### config.mk
export PLATFORM = sky130hd
export DESIGN_NAME = kf2s_ctrl
export DESIGN_NICKNAME = d
export VERILOG_FILES = /design/src/hdl/kf2s_pkg.sv /design/src/hdl/kf2s_ctrl.sv
export SDC_FILE = /design/constraint.sdc
export NUM_CORES = 1
export LEC_CHECK = 0
export CORE_MARGIN = 2
export CORE_UTILIZATION = 43
export DETAILED_ROUTE_END_ITERATION = 7
export DONT_BUFFER_PORTS = 1
export PLACE_DENSITY = 0.66
export SETUP_SLACK_MARGIN = 0.3
export SLEW_MARGIN = 25
export SYNTH_ARGS = -nofsm -noshare
export SYNTH_HDL_FRONTEND = slang
export SYNTH_SLANG_ARGS = --single-unit
### constraint.sdc
create_clock -name clock -period 3.99 [get_ports clock]
set_input_delay 0.5985 -clock clock [delete_from_list [all_inputs] [get_ports clock]]
set_output_delay 0.5985 -clock clock [all_outputs]
set_load 0.01 [all_outputs]
### src/hdl/kf2s_pkg.sv
`default_nettype none
package kf2s_pkg;

   localparam int unsigned QW = 32;
   localparam int unsigned PW = 64;
   localparam int unsigned FRAC = 16;
   localparam int unsigned NUM_REGS = 8;
   localparam int unsigned IDX_W = 3;
   localparam int unsigned DIV_W = 49;

   localparam logic [IDX_W-1:0] REG_TRANS_A = 3'd0;
   localparam logic [IDX_W-1:0] REG_TRANS_B = 3'd1;
   localparam logic [IDX_W-1:0] REG_TRANS_C = 3'd2;
   localparam logic [IDX_W-1:0] REG_TRANS_D = 3'd3;
   localparam logic [IDX_W-1:0] REG_NOISE_POS = 3'd4;
   localparam logic [IDX_W-1:0] REG_NOISE_CROSS = 3'd5;
   localparam logic [IDX_W-1:0] REG_NOISE_RATE = 3'd6;
   localparam logic [IDX_W-1:0] REG_MEAS_NOISE = 3'd7;

   // Operand selects for the shared multiplier.
   typedef enum logic [3:0] {
      OP_A, OP_B, OP_C, OP_D, OP_XP, OP_XR, OP_P00, OP_P01, OP_P10, OP_P11,
      OP_F0, OP_F1, OP_F2, OP_F3, OP_K0, OP_K1
   } opnd_type;

   // Accumulator actions.
   typedef enum logic [1:0] {
      ACC_HOLD, ACC_LOAD, ACC_ADD, ACC_SUB
   } acc_op_type;

   // Destination of a finished, saturated sum.
   typedef enum logic [3:0] {
      DST_NONE, DST_XP0, DST_XP1, DST_F0, DST_F1, DST_F2, DST_F3,
      DST_P00, DST_P01, DST_P10, DST_P11, DST_POS, DST_RATE
   } dst_type;

   // Value loaded into the accumulator before products are added or subtracted.
   typedef enum logic [3:0] {
      BASE_ZERO, BASE_NPOS, BASE_NCROSS, BASE_NRATE, BASE_XP0, BASE_XP1, BASE_INNOV,
      BASE_P00, BASE_P01, BASE_P10, BASE_P11
   } base_type;

   typedef struct packed {
      opnd_type   mul_a;
      opnd_type   mul_b;
      logic       mul_en;
      acc_op_type acc_op;
      base_type   base;
      dst_type    dst;
      logic       commit;
      logic       div_start;
      logic       div_sel;
      logic       load_z;
   } cmd_type;

   typedef struct packed {
      logic div_busy;
      logic fault;
   } sts_type;

   function automatic logic signed [QW-1:0] sat32(input logic signed [PW+1:0] v);
      logic signed [PW+1:0] hi;
      logic signed [PW+1:0] lo;
      hi = (PW+2)'(signed'({1'b0, {(QW-1){1'b1}}}));
      lo = -hi - (PW+2)'(1);
      if (v > hi) begin
         sat32 = {1'b0, {(QW-1){1'b1}}};
      end else if (v < lo) begin
         sat32 = {1'b1, {(QW-1){1'b0}}};
      end else begin
         sat32 = v[QW-1:0];
      end
   endfunction

endpackage
`default_nettype wire

### src/hdl/kf2s_ctrl.sv
`default_nettype none
module kf2s_ctrl
   import kf2s_pkg::*;
(
   input  wire logic  clock,
   input  wire logic  reset,
   input  wire logic  req_valid,
   output logic       req_stall,
   output logic       rsp_valid,
   input  wire logic  rsp_stall,
   input  wire sts_type sts,
   output cmd_type    cmd
);

   // Each sum: load base, issue products, add the last, commit.
   typedef enum logic [1:0] {
      ST_IDLE, ST_RUN, ST_DIV, ST_DONE
   } state_type;

   localparam int unsigned NSTEP = 18;
   localparam int unsigned STEP_W = $clog2(NSTEP);

   typedef struct packed {
      opnd_type a0, b0, a1, b1;
      logic     two;
      logic     neg;
      base_type base;
      dst_type  dst;
      logic     div_after;
   } step_type;

   function automatic step_type step_rom(input logic [STEP_W-1:0] i);
      step_type s;
      s = '{OP_A, OP_XP, OP_B, OP_XR, 1'b1, 1'b0, BASE_ZERO, DST_XP0, 1'b0};
      case (i)
         0: s = '{OP_A, OP_XP, OP_B, OP_XR, 1'b1, 1'b0, BASE_ZERO, DST_XP0, 1'b0};
         1: s = '{OP_C, OP_XP, OP_D, OP_XR, 1'b1, 1'b0, BASE_ZERO, DST_XP1, 1'b0};
         2: s = '{OP_A, OP_P00, OP_B, OP_P10, 1'b1, 1'b0, BASE_ZERO, DST_F0, 1'b0};
         3: s = '{OP_A, OP_P01, OP_B, OP_P11, 1'b1, 1'b0, BASE_ZERO, DST_F1, 1'b0};
         4: s = '{OP_C, OP_P00, OP_D, OP_P10, 1'b1, 1'b0, BASE_ZERO, DST_F2, 1'b0};
         5: s = '{OP_C, OP_P01, OP_D, OP_P11, 1'b1, 1'b0, BASE_ZERO, DST_F3, 1'b0};
         6: s = '{OP_F0, OP_A, OP_F1, OP_B, 1'b1, 1'b0, BASE_NPOS, DST_P00, 1'b0};
         7: s = '{OP_F0, OP_C, OP_F1, OP_D, 1'b1, 1'b0, BASE_NCROSS, DST_P01, 1'b0};
         8: s = '{OP_F2, OP_A, OP_F3, OP_B, 1'b1, 1'b0, BASE_NCROSS, DST_P10, 1'b0};
         9: s = '{OP_F2, OP_C, OP_F3, OP_D, 1'b1, 1'b0, BASE_NRATE, DST_P11, 1'b1};
         10: s = '{OP_A, OP_A, OP_A, OP_A, 1'b0, 1'b0, BASE_INNOV, DST_F0, 1'b0};
         11: s = '{OP_F0, OP_F0, OP_F0, OP_F0, 1'b0, 1'b0, BASE_XP0, DST_F0, 1'b0};
         default: s = '{OP_A, OP_A, OP_A, OP_A, 1'b0, 1'b0, BASE_ZERO, DST_NONE, 1'b0};
      endcase
      return s;
   endfunction

   state_type state_ff;
   logic [4:0] step_ff;
   logic [2:0] ph_ff;
   logic       dsel_ff;
   logic       rsp_valid_ff;

   // Post-gain sums, each a base and one signed product.
   typedef struct packed {
      opnd_type a;
      opnd_type b;
      logic     neg;
      base_type base;
      dst_type  dst;
   } upd_type;

   // The lower covariance row is updated first, since it reads the predicted
   // upper row.
   function automatic upd_type upd_rom(input logic [2:0] i);
      upd_type u;
      case (i)
         3'd0: u = '{OP_K0, OP_XP, 1'b0, BASE_XP0, DST_POS};
         3'd1: u = '{OP_K1, OP_XP, 1'b0, BASE_XP1, DST_RATE};
         3'd2: u = '{OP_K1, OP_P00, 1'b1, BASE_P10, DST_P10};
         3'd3: u = '{OP_K1, OP_P01, 1'b1, BASE_P11, DST_P11};
         3'd4: u = '{OP_K0, OP_P00, 1'b1, BASE_P00, DST_P00};
         default: u = '{OP_K0, OP_P01, 1'b1, BASE_P01, DST_P01};
      endcase
      return u;
   endfunction

   step_type cur;
   upd_type  up;

   always_comb begin
      cur = step_rom(step_ff[STEP_W-1:0]);
      up = upd_rom(step_ff[2:0]);
      cmd = '{OP_A, OP_A, 1'b0, ACC_HOLD, BASE_ZERO, DST_NONE, 1'b0, 1'b0, 1'b0, 1'b0};
      cmd.load_z = (state_ff == ST_IDLE) && req_valid;
      case (state_ff)
         ST_RUN: begin
            case (ph_ff)
               3'd0: begin
                  cmd.acc_op = ACC_LOAD;
                  cmd.base = cur.base;
                  cmd.mul_a = cur.a0;
                  cmd.mul_b = cur.b0;
                  cmd.mul_en = cur.two;
               end
               3'd1: begin
                  cmd.mul_a = cur.a1;
                  cmd.mul_b = cur.b1;
                  cmd.mul_en = cur.two;
                  cmd.acc_op = ACC_ADD;
               end
               3'd2: cmd.acc_op = ACC_ADD;
               default: begin
                  cmd.commit = 1'b1;
                  cmd.dst = cur.dst;
                  cmd.div_start = cur.div_after;
                  cmd.div_sel = 1'b0;
               end
            endcase
         end
         ST_DIV: begin
            if (!sts.div_busy && !dsel_ff) begin
               cmd.div_start = 1'b1;
               cmd.div_sel = 1'b1;
            end
            case (ph_ff)
               3'd0: begin
                  cmd.acc_op = ACC_LOAD;
                  cmd.base = up.base;
                  cmd.mul_a = up.a;
                  cmd.mul_b = (up.b == OP_XP) ? OP_F0 : up.b;
                  cmd.mul_en = 1'b1;
               end
               3'd1: cmd.acc_op = up.neg ? ACC_SUB : ACC_ADD;
               3'd2: ;
               default: begin
                  cmd.commit = 1'b1;
                  cmd.dst = up.dst;
               end
            endcase
         end
         default: ;
      endcase
   end

   logic upd_ready;
   assign upd_ready = dsel_ff && !sts.div_busy;

   always_ff @(posedge clock) begin
      if (reset) begin
         state_ff <= ST_IDLE;
         step_ff <= '0;
         ph_ff <= '0;
         dsel_ff <= 1'b0;
         rsp_valid_ff <= 1'b0;
      end else begin
         if (rsp_valid_ff && !rsp_stall) begin
            rsp_valid_ff <= 1'b0;
         end
         case (state_ff)
            ST_IDLE: begin
               if (req_valid && !rsp_valid_ff) begin
                  state_ff <= ST_RUN;
                  step_ff <= '0;
                  ph_ff <= '0;
               end
            end
            ST_RUN: begin
               if (ph_ff == 3'd3) begin
                  ph_ff <= '0;
                  step_ff <= step_ff + 5'd1;
                  if (step_ff == 5'd10) begin
                     state_ff <= ST_DIV;
                     dsel_ff <= 1'b0;
                  end
               end else begin
                  ph_ff <= ph_ff + 3'd1;
               end
            end
            ST_DIV: begin
               if (!sts.div_busy && !dsel_ff) begin
                  dsel_ff <= 1'b1;
                  step_ff <= '0;
                  ph_ff <= '0;
               end else if (upd_ready) begin
                  if (ph_ff == 3'd3) begin
                     ph_ff <= '0;
                     step_ff <= step_ff + 5'd1;
                     if (step_ff == 5'd5) begin
                        state_ff <= ST_DONE;
                     end
                  end else begin
                     ph_ff <= ph_ff + 3'd1;
                  end
               end
            end
            ST_DONE: begin
               rsp_valid_ff <= 1'b1;
               state_ff <= ST_IDLE;
            end
            default: state_ff <= ST_IDLE;
         endcase
      end
   end

   assign req_stall = (state_ff != ST_IDLE) || rsp_valid_ff;
   assign rsp_valid = rsp_valid_ff;

   a_no_accept_busy: assert property (@(posedge clock) disable iff (reset)
      state_ff != ST_IDLE |-> req_stall) else $error("input taken while busy");
   a_done_valid: assert property (@(posedge clock) disable iff (reset)
      state_ff == ST_DONE |=> rsp_valid_ff) else $error("result not raised");
   a_ph_range: assert property (@(posedge clock) disable iff (reset)
      ph_ff <= 3'd3) else $error("phase out of range");

endmodule
`default_nettype wire

==> results of run 1 <==
-- critical path: stages (launching register included) --
cell and delay (ns):
dfxtp_1 0.35, inv_1 0.09, ha_1 0.42, a21o_1 0.29, a2111oi_4 0.76, nand3_2 0.24
a21oi_2 0.35, a21oi_1 0.11, o2bb2a_2 0.25
-- logic make-up after synthesis --
kind of cell    count (synthesis)  share of synthesized area
buf+inv                        27                    0.05514
simple gates                  107                     0.2571
fa+ha+maj                      14                    0.08674
mux                             1                   0.004957
compound gates                 79                     0.2664
flops                          32                     0.3172
xor+xnor                        2                    0.01239
-- per-layer routing --
layer  GRT usage  vias up
met3     0.05000        6
met1      0.2849      867
met2      0.3152       52
met5           0        -
li1            -      907
met4     0.05350        0
-- metrics by stage --
stage	worst slack (ns)	power [mW]	util
2_1_floorplan	1.712	0.6902	-
5_1_grt	0.7843	1.163	0.4825
3_5_place_dp	1.028	0.7792	0.4575
3_3_place_gp	1.084	0.7767	0.4575
6_report	1.018	1.087	0.4825
4_1_cts	1.029	1.089	0.4825
-- cells in the final DEF (no fill, tap or decap), types with 2 or more instances in the layout --
cell type | synthesis | routed
and2_1 | 3 | 3
clkbuf_8 | 0 | 5
a21oi_2 | 2 | 2
dfxtp_1 | 32 | 32
nand2b_1 | 8 | 8
inv_1 | 13 | 13
o21a_1 | 2 | 2
nand2_1 | 32 | 32
o21ai_0 | 13 | 13
nor2_1 | 29 | 29
nor3_1 | 6 | 6
and3_1 | 3 | 3
a211oi_1 | 2 | 2
nand4_1 | 5 | 5
nand3_2 | 2 | 2
a22oi_1 | 6 | 6
o21ai_1 | 5 | 5
o22ai_1 | 4 | 4
nor2b_1 | 6 | 6
or3_1 | 2 | 2
a21oi_1 | 27 | 27
a21o_1 | 3 | 3
nand3_1 | 6 | 6
a32o_1 | 2 | 2
ha_1 | 14 | 14
-- final timing paths --
check        slack (ns)  depth (start not counted)       end   startpoint
max                1.02                          8  register  state_ff[0]
min                0.37                          1  ph_ff[1]        reset
max reg2reg        1.02                          8  register  state_ff[0]
min reg2reg        0.49                          2  ph_ff[1]     ph_ff[1]
-- power groups by stage --
stage	Clock, mW	Combinational [mW]	Sequential [mW]
finish	0.315	0.423	0.349
global route	0.337	0.474	0.352
CTS	0.317	0.423	0.349
detailed placement	0	0.423	0.356
global placement	0	0.421	0.356
floorplan	0	0.338	0.352
-- area by class of cell --
type | count | area share
clock buffer | 5 | 0.03209
tap | 52 | 0.03034
timing repair buffer | 1 | 0.003501
multi-input combinational | 203 | 0.5910
inverter | 14 | 0.02450
sequential | 32 | 0.2987
clock inverter | 3 | 0.01984
==> reports/metrics.csv, run 1 <==
stage;metric;value;unit
power_and_ir_drop;p_comb_frac;0.389;
placement;dp.cells;302;
cells_and_area;area_growth;6.196;%
cells_and_area;fin_nets;277;
job;drv_cap;0;
route;ant_nets;0;
floorplanning;dieArea;5261;um^2
power_and_ir_drop;pwr-share-seq;0.321;
clocking;postCtsSetupRepairBufs;0;
timing;period_share;0.7449;
route;highest_layer;met4;
setup_path;worstPathRequired;4.18;ns
yosys;synthArstFlopShare;0;
setup_path;arrival;3.16;ns
power_and_ir_drop;ir_drop;0.2289;mV
timing;final-max-slew-violation-count;0;
yosys;avgSynthCellArea;7.708;um^2
yosys;synth_cell_types;50;
setup_path;end_kind;register;
route;vias_per_cell;5.910;
placement;dpl_cell_area;2033;um^2
power_and_ir_drop;power.switching;0.4368;mW
yosys;syn-num-nets;282;
route;num_vias;1832;
cells_and_area;multi_input_area;1267;um^2
timing;final_hold_viol_count;0;
clocking;cts.sinks;32;
route;dr.pass1.iters;5;
floorplanning;fp-row-count;24;
cells_and_area;final.fill_count;457;
route;remaining_drc_errors;0;
grt;grt_pass1_vias;1700;
cells_and_area;n_antenna_cell;0;
yosys;synth_edf_count;0;
setup_path;path_max_fanout;17;
route;drt_iter0_markers;185;
placement;port_buffers;0;
timing;timing.final.crit_period;2.972;ns
placement;post-dp-hpwl;3.727;mm
yosys;synth_flop_cell;dfxtp_1;
power_and_ir_drop;swShare;0.4020;
yosys;synth-seq-cells;32;
route;wl_met3;252;um
floorplanning;initial_core_util;0.4544;
clocking;path_clk_slew;0.07;ns
clocking;cts_resized;0;
power_and_ir_drop;leakage;0.7940;nW
clocking;cts_tree;done;
grt;grt_use_total;0.2041;
timing;setup_viol;0;
power_and_ir_drop;p_int;0.6498;mW
floorplanning;fp.coreArea;4444;um^2
power_and_ir_drop;p_per_area;506.7;nW/um^2
setup_path;critPathKind;register to register;
yosys;synth.top_cell.area_share;0.3172;
cells_and_area;stdcell_area;2145;um^2
timing;worstMarginPinSlew;0.9144;ns
timing;max_freq;336.5;MHz
setup_path;critPathLaunchType;register;
clocking;clkLatencyLatePin;0.29;ns
cells_and_area;fin_cells;310;
hold_path;hp-class;primary input to register;
timing;timing.slew.headroom;0.3840;
route;drt-wirelength-per-cell;16.25;um
route;wl_met1;2.480;mm
timing;timing.hold.ws;0.3716;ns
timing;clock_skew;0.006679;ns
yosys;yosysWarnings;0;
clocking;htreeDepth;2;
placement;gp_congestion;0.8292;
clocking;hold_buffers;0;
grt;grt_max_degree;18;
yosys;yosys.area.top_type;dfxtp_1;
yosys;synthesis.area;2019;um^2
timing;final.setup.tns;0;ns
cells_and_area;final_layout_size_suffix_gt1_frac;0.08140;
yosys;syn_inst;262;
route;routed_wl;5.037;mm
outcome;status;complete, no violations;
power_and_ir_drop;clkPwrFrac;0.290;
floorplanning;num_io_pins;31;
clocking;cts_buffer_depth;2;
route;wl_met2;2.260;mm
yosys;synth-seq-area-share;0.3172;
timing;rsz0062_at_grt;false;
grt;grt_overflow;0;
floorplanning;die_h;72.53;um
yosys;netlist_top_cells_area;dfxtp_1 32%, ha_1 8.7%, a21oi_1 6.7%;
yosys;synth.top_cells.by_count;32 x dfxtp_1, 32 x nand2_1, 29 x nor2_1;
grt;antenna_found_initial;0;
floorplanning;die_x;72.53;um
clocking;root_buffer;clkbuf_8;
cells_and_area;regArea;640.6;um^2
grt;grt_pass1_wl;8.252;mm
clocking;cts_buffers;5;
No activity file was read; power rests on OpenSTA's default activity.
==> run 2, diff against run 1 <==
==> constraint.sdc (replaced) <==
create_clock -name clock -period 3.03 [get_ports clock]
set_input_delay 0.4545 -clock clock [delete_from_list [all_inputs] [get_ports clock]]
set_output_delay 0.4545 -clock clock [all_outputs]
set_load 0.01 [all_outputs]
==> run 2 against run 1 <==
  * Non-clock buffer count is 5 higher
  * Largest cell class unchanged
  * Via count is 2.2% higher
  * Total power increased by 37%
  * Highest routed layer unchanged
  * Largest power group unchanged
  * Core utilization up 1.4 points
  * Worst setup slack got worse by 0.52 ns
  * Die area stayed put
==> reports/metrics.csv, run 2 (synthesis gave the netlist of run 1 again) <==
stage;metric;value;unit
timing;max_freq;395.3;MHz
route;ant_nets;0;
setup_path;regToRegSetupSlack;0.55;ns
placement;gp_congestion;0.8269;
grt;antenna_found_initial;0;
cells_and_area;n_antenna_cell;0;
placement;pre_cts_slack;0.5922;ns
timing;setup_slack;0.5001;ns
grt;grt_overflow;0;
floorplanning;num_io_pins;31;
hold_path;hp-class;primary input to register;
clocking;cts_buffer_depth;2;
timing;worstMarginPinSlew;0.8084;ns
floorplanning;die_h;72.53;um
power_and_ir_drop;ir_drop;0.3483;mV
timing;clock_skew;0.008649;ns
floorplanning;initial_core_util;0.4544;
floorplanning;fp-row-count;24;
route;remaining_drc_errors;0;
grt;grt_pass1_vias;1742;
cells_and_area;fin_nets;282;
power_and_ir_drop;leakage;0.8350;nW
placement;post-dp-hpwl;3.781;mm
cells_and_area;stdcell_area;2206;um^2
floorplanning;die_x;72.53;um
timing;setup_viol;0;
timing;period_share;0.8349;
placement;port_buffers;0;
floorplanning;dieArea;5261;um^2
setup_path;path_max_fanout;8;
clocking;cts.sinks;32;
setup_path;end_kind;output port;
cells_and_area;area_growth;9.232;%
grt;grt_use_total;0.2074;
clocking;path_clk_slew;0.07;ns
timing;timing.slew.headroom;0.4554;
floorplanning;fp.coreArea;4444;um^2
setup_path;critPathLaunchType;register;
grt;grt_pass1_wl;8.383;mm
route;num_vias;1873;
grt;grt_max_degree;17;
timing;rsz0062_at_grt;false;
power_and_ir_drop;p_per_area;674.3;nW/um^2
outcome;status;complete, no violations;
clocking;root_buffer;clkbuf_8;
timing;final_hold_viol_count;0;
clocking;postCtsSetupRepairBufs;0;
setup_path;critPathKind;register to output port;
route;dr.pass1.iters;5;
route;routed_wl;5.139;mm
route;vias_per_cell;5.946;
clocking;cts_tree;done;
clocking;clkLatencyLatePin;0.29;ns
timing;timing.hold.ws;0.2303;ns
timing;final.setup.tns;0;ns
timing;timing.final.crit_period;2.530;ns
route;drt_iter0_markers;192;
clocking;cts_buffers;5;
timing;final-max-slew-violation-count;0;
job;drv_cap;0;
cells_and_area;final_layout_size_suffix_gt1_frac;0.1065;
clocking;htreeDepth;2;
cells_and_area;layout_common_cells;32 x nand2_1, 32 x dfxtp_1, 29 x nor2_1;
setup_path;worstPathRequired;2.58;ns
placement;dpl_cell_area;2071;um^2
setup_path;arrival;2.08;ns
route;drt-wirelength-per-cell;16.31;um
-- run 2: changes by cell type in the layout (fill, tap and decap cells not counted), sizes merged --
| cell | previous run | this run |
|---|---|---|
| clkbuf | 5 | 7 |
| buf | 1 | 6 |
| clkinvlp | 1 | 0 |
| clkinv | 2 | 1 |
-- run 2: area by class of cell --
class,count,area (um^2)
well taps,52,65.06
clock buffers,7,96.34
flip-flops and latches,32,640.6
fillers,467,2238
clock inverters,1,30.03
inverters,14,52.55
multi-input cells,203,1276
repair buffers,6,45.04
-- run 2: routing by layer --
metal | global-route usage | vias up | wire length, um
met5 | 0 | - | 0
met4 | 0.06173 | 0 | 75
met3 | 0.05000 | 9 | 371
met2 | 0.3091 | 85 | 2175
met1 | 0.2963 | 859 | 2517
li1 | - | 920 | -
-- run 2: stage by stage --
step                        util  std cells  power (mW)
after floorplan                -        262      0.9089
after global placement    0.4659        307       1.032
after detailed placement  0.4659        307       1.034
after CTS                 0.4944        315       1.489
after global routing      0.4963        315       1.587
final                     0.4963        315       1.487
-- run 2: power by group --
group | internal (mW) | total, mW | switching, mW
logic | 0.185 | 0.573 | 0.388
registers | 0.439 | 0.460 | 0.0205
clock network | 0.290 | 0.454 | 0.164
total | 0.914 | 1.49 | 0.573
-- run 2: what timing repair did --
| action | 4_1_cts | 5_1_grt |
|---|---|---|
| resized for setup | 0 | 2 |
| hold buffers | 0 | 0 |
| setup endpoints to repair | 0 | 6 |
| hold endpoints to repair | 0 | 0 |
-- run 2: final timing paths --
check / startpoint / endpoint / depth (start not counted)
max reg2reg: state_ff[0] / register / 9
max: ph_ff[0] / cmd[9] / 5
min: reset / step_ff[4] / 1
min reg2reg: ph_ff[1] / ph_ff[1] / 2
-- run 2: worst max-delay path: stages, from the launching register on --
cell	delay [ns]
dfxtp_1	0.36
inv_1	0.10
ha_1	0.20
nor2b_2	0.35
nand3_1	0.35
o21ai_0	0.44
==> run 3, diff against run 2 <==
==> constraint.sdc (replaced) <==
create_clock -name clock -period 2.6 [get_ports clock]
set_input_delay 0.39 -clock clock [delete_from_list [all_inputs] [get_ports clock]]
set_output_delay 0.39 -clock clock [all_outputs]
set_load 0.01 [all_outputs]
==> run 3 against run 2 <==
  * Wire length is 11% higher
  * Combinational power is 51% higher
  * Worst setup slack worse by 0.13 ns
  * Clock skew hardly changed
  * Sequential share of layout area is 3.0 points lower
  * Clock power is 6.8% higher
  * Global-route usage is 0.70 points higher
  * Flip-flop and latch count stayed put
  * Critical path type is now register to register
==> reports/metrics.csv, run 3 (synthesis gave the netlist of run 1 again) <==
stage;metric;value;unit
hold_path;hp-start;reset;
floorplanning;fp-row-count;24;
setup_path;slowest_stage;a2111oi_4;
floorplanning;die_h;72.53;um
setup_path;regToRegSetupSlack;0.37;ns
placement;post-dp-hpwl;3.848;mm
grt;grt_pass1_wl;8.776;mm
cells_and_area;fin_nets;302;
setup_path;worstPathRequired;2.82;ns
route;routed_wl;5.700;mm
cells_and_area;final_common_cell;nand2_1;
cells_and_area;final_layout_size_suffix_gt1_frac;0.2862;
power_and_ir_drop;swShare;0.4011;
setup_path;critPathKind;register to register;
setup_path;path_max_fanout;8;
hold_path;hold_path_depth;1;
timing;period_share;0.8573;
clocking;cts.sinks;32;
power_and_ir_drop;pwr-share-seq;0.290;
placement;gp_congestion;0.8600;
placement;port_buffers;0;
timing;setup_viol;0;
cells_and_area;n_antenna_cell;0;
clocking;cts_buffers;5;
setup_path;arrival;2.45;ns
setup_path;critPathBufInv;3;
clocking;root_buffer;clkbuf_8;
floorplanning;initial_core_util;0.4544;
power_and_ir_drop;p_per_area;754.4;nW/um^2
power_and_ir_drop;ir_drop;0.4398;mV
timing;final-max-slew-violation-count;0;
floorplanning;num_io_pins;31;
timing;rsz0062_at_grt;true;
setup_path;cp_top_family;compound AO/OA/AOI/OAI gates;
setup_path;end_kind;register;
power_and_ir_drop;clkPwrFrac;0.255;
grt;grt_use_total;0.2145;
route;num_vias;1997;
floorplanning;fp.coreArea;4444;um^2
timing;max_freq;448.6;MHz
cells_and_area;area_growth;24.78;%
route;drt_iter0_markers;173;
placement;dp.cells;309;
setup_path;max_stage_delay;0.47;ns
clocking;cts_tree;done;
cells_and_area;layout_common_cells;31 x nand2_1, 28 x nor2_1, 26 x dfxtp_1;
route;dr.pass1.iters;5;
floorplanning;die_x;72.53;um
route;vias_per_cell;5.961;
floorplanning;dieArea;5261;um^2
power_and_ir_drop;p_int;1.139;mW
grt;antenna_found_initial;0;
route;remaining_drc_errors;0;
hold_path;hold_end;ph_ff[0];
timing;final.setup.tns;0;ns
job;drv_cap;0;
setup_path;critPathLaunchType;register;
timing;timing.slew.headroom;0.6400;
clocking;cts_buffer_depth;2;
power_and_ir_drop;leakage;0.9422;nW
timing;final_hold_viol_count;0;
clocking;htreeDepth;2;
clocking;clkLatencyLatePin;0.29;ns
setup_path;path_cells;inv_4 -> ha_4 -> a21o_1 -> a2111oi_4 -> buf_6 -> nand3_2 -> a21oi_4 -> buf_4 -> nand3_1 -> a21oi_2;
setup_path;r2r_start;state_ff[0];
route;drt-wirelength-per-cell;17.01;um
power_and_ir_drop;p_comb_frac;0.455;
grt;grt_pass1_vias;1828;
timing;worstMarginPinSlew;0.5365;ns
clocking;hold_buffers;0;
clocking;path_clk_slew;0.07;ns
timing;clock_skew;0.008705;ns
hold_path;hp-class;primary input to register;
grt;grt_max_degree;17;
grt;grt_overflow;0;
cells_and_area;fin_cells;335;
setup_path;r2r_cells;10;
outcome;status;complete, no violations;
route;ant_nets;0;
power_and_ir_drop;power.switching;0.7625;mW
timing;timing.final.crit_period;2.229;ns
==> run 3: cell count changes in the layout (fill, tap and decap cells not counted), moves of 3 or more <==
| cell | previous run | this run |
|---|---|---|
| o21ai_1 | 5 | 8 |
| inv_1 | 13 | 10 |
| ha_1 | 14 | 7 |
| dfxtp_1 | 32 | 26 |
| a21oi_2 | 2 | 6 |
| dfxtp_2 | 0 | 3 |
| ha_4 | 0 | 5 |
| o21ai_2 | 0 | 3 |
| buf_4 | 6 | 25 |
| o21ai_0 | 13 | 7 |
| a21oi_1 | 27 | 22 |
| dfxtp_4 | 0 | 3 |
==> run 3: how the worst max path moves through the flow <==
stage	from	endpoint	slack, ns	cells past startpoint
6_report	state_ff[0]	register	0.37	10
3_3_place_gp	state_ff[0]	register	0.28	9
2_1_floorplan	state_ff[0]	register	0.42	10
5_1_grt	step_ff[0]	cmd[12]	0.28	6
4_1_cts	ph_ff[0]	cmd[15]	0.30	7
3_5_place_dp	state_ff[0]	register	0.25	9
==> run 3: layout make-up <==
| class | count | area [um^2] |
|---|---|---|
| fillers | 400 | 1924 |
| well taps | 52 | 65.06 |
| clock buffers | 5 | 68.82 |
| flip-flops and latches | 32 | 655.6 |
| multi-input cells | 203 | 1430 |
| clock inverters | 3 | 42.54 |
| repair buffers | 26 | 198.9 |
| inverters | 14 | 58.81 |
==> run 3: layer usage <==
metal  vias up  track usage  routed length, um
li1        963            -                  -
met1       942       0.3011               2592
met2        80       0.3283               2638
met3        12      0.03056                364
met5         -            0                  0
met4         0      0.09053                104
==> run 3: power by group through the flow <==
| stage | registers, mW | clock network [mW] | logic, mW |
|---|---|---|---|
| floorplan | 0.540 | 0 | 0.519 |
| global placement | 0.546 | 0 | 0.669 |
| detailed placement | 0.548 | 0 | 0.678 |
| CTS | 0.537 | 0.491 | 0.707 |
| global route | 0.555 | 0.517 | 0.938 |
| finish | 0.552 | 0.485 | 0.864 |
==> run 3: repair_timing <==
item                                    CTS  global route
endpoints found under the setup margin   26            32
resized for setup                        13            43
pin swaps                                 1            13
endpoints found under the hold margin     0             0
setup buffers                             2            16
==> run 3: per-stage QoR <==
stage | hold slack, ns | power (mW) | setup slack (ns) | util | instance area, um^2
2_1_floorplan | 0.4648 | 1.059 | 0.4236 | - | 2019
3_3_place_gp | 0.4654 | 1.216 | 0.2782 | 0.4693 | 2086
3_5_place_dp | 0.4672 | 1.226 | 0.2476 | 0.4693 | 2086
4_1_cts | 0.1592 | 1.735 | 0.2953 | 0.5065 | 2251
5_1_grt | 0.1505 | 2.010 | 0.2771 | 0.5670 | 2520
6_report | 0.1579 | 1.901 | 0.3709 | 0.5670 | 2520
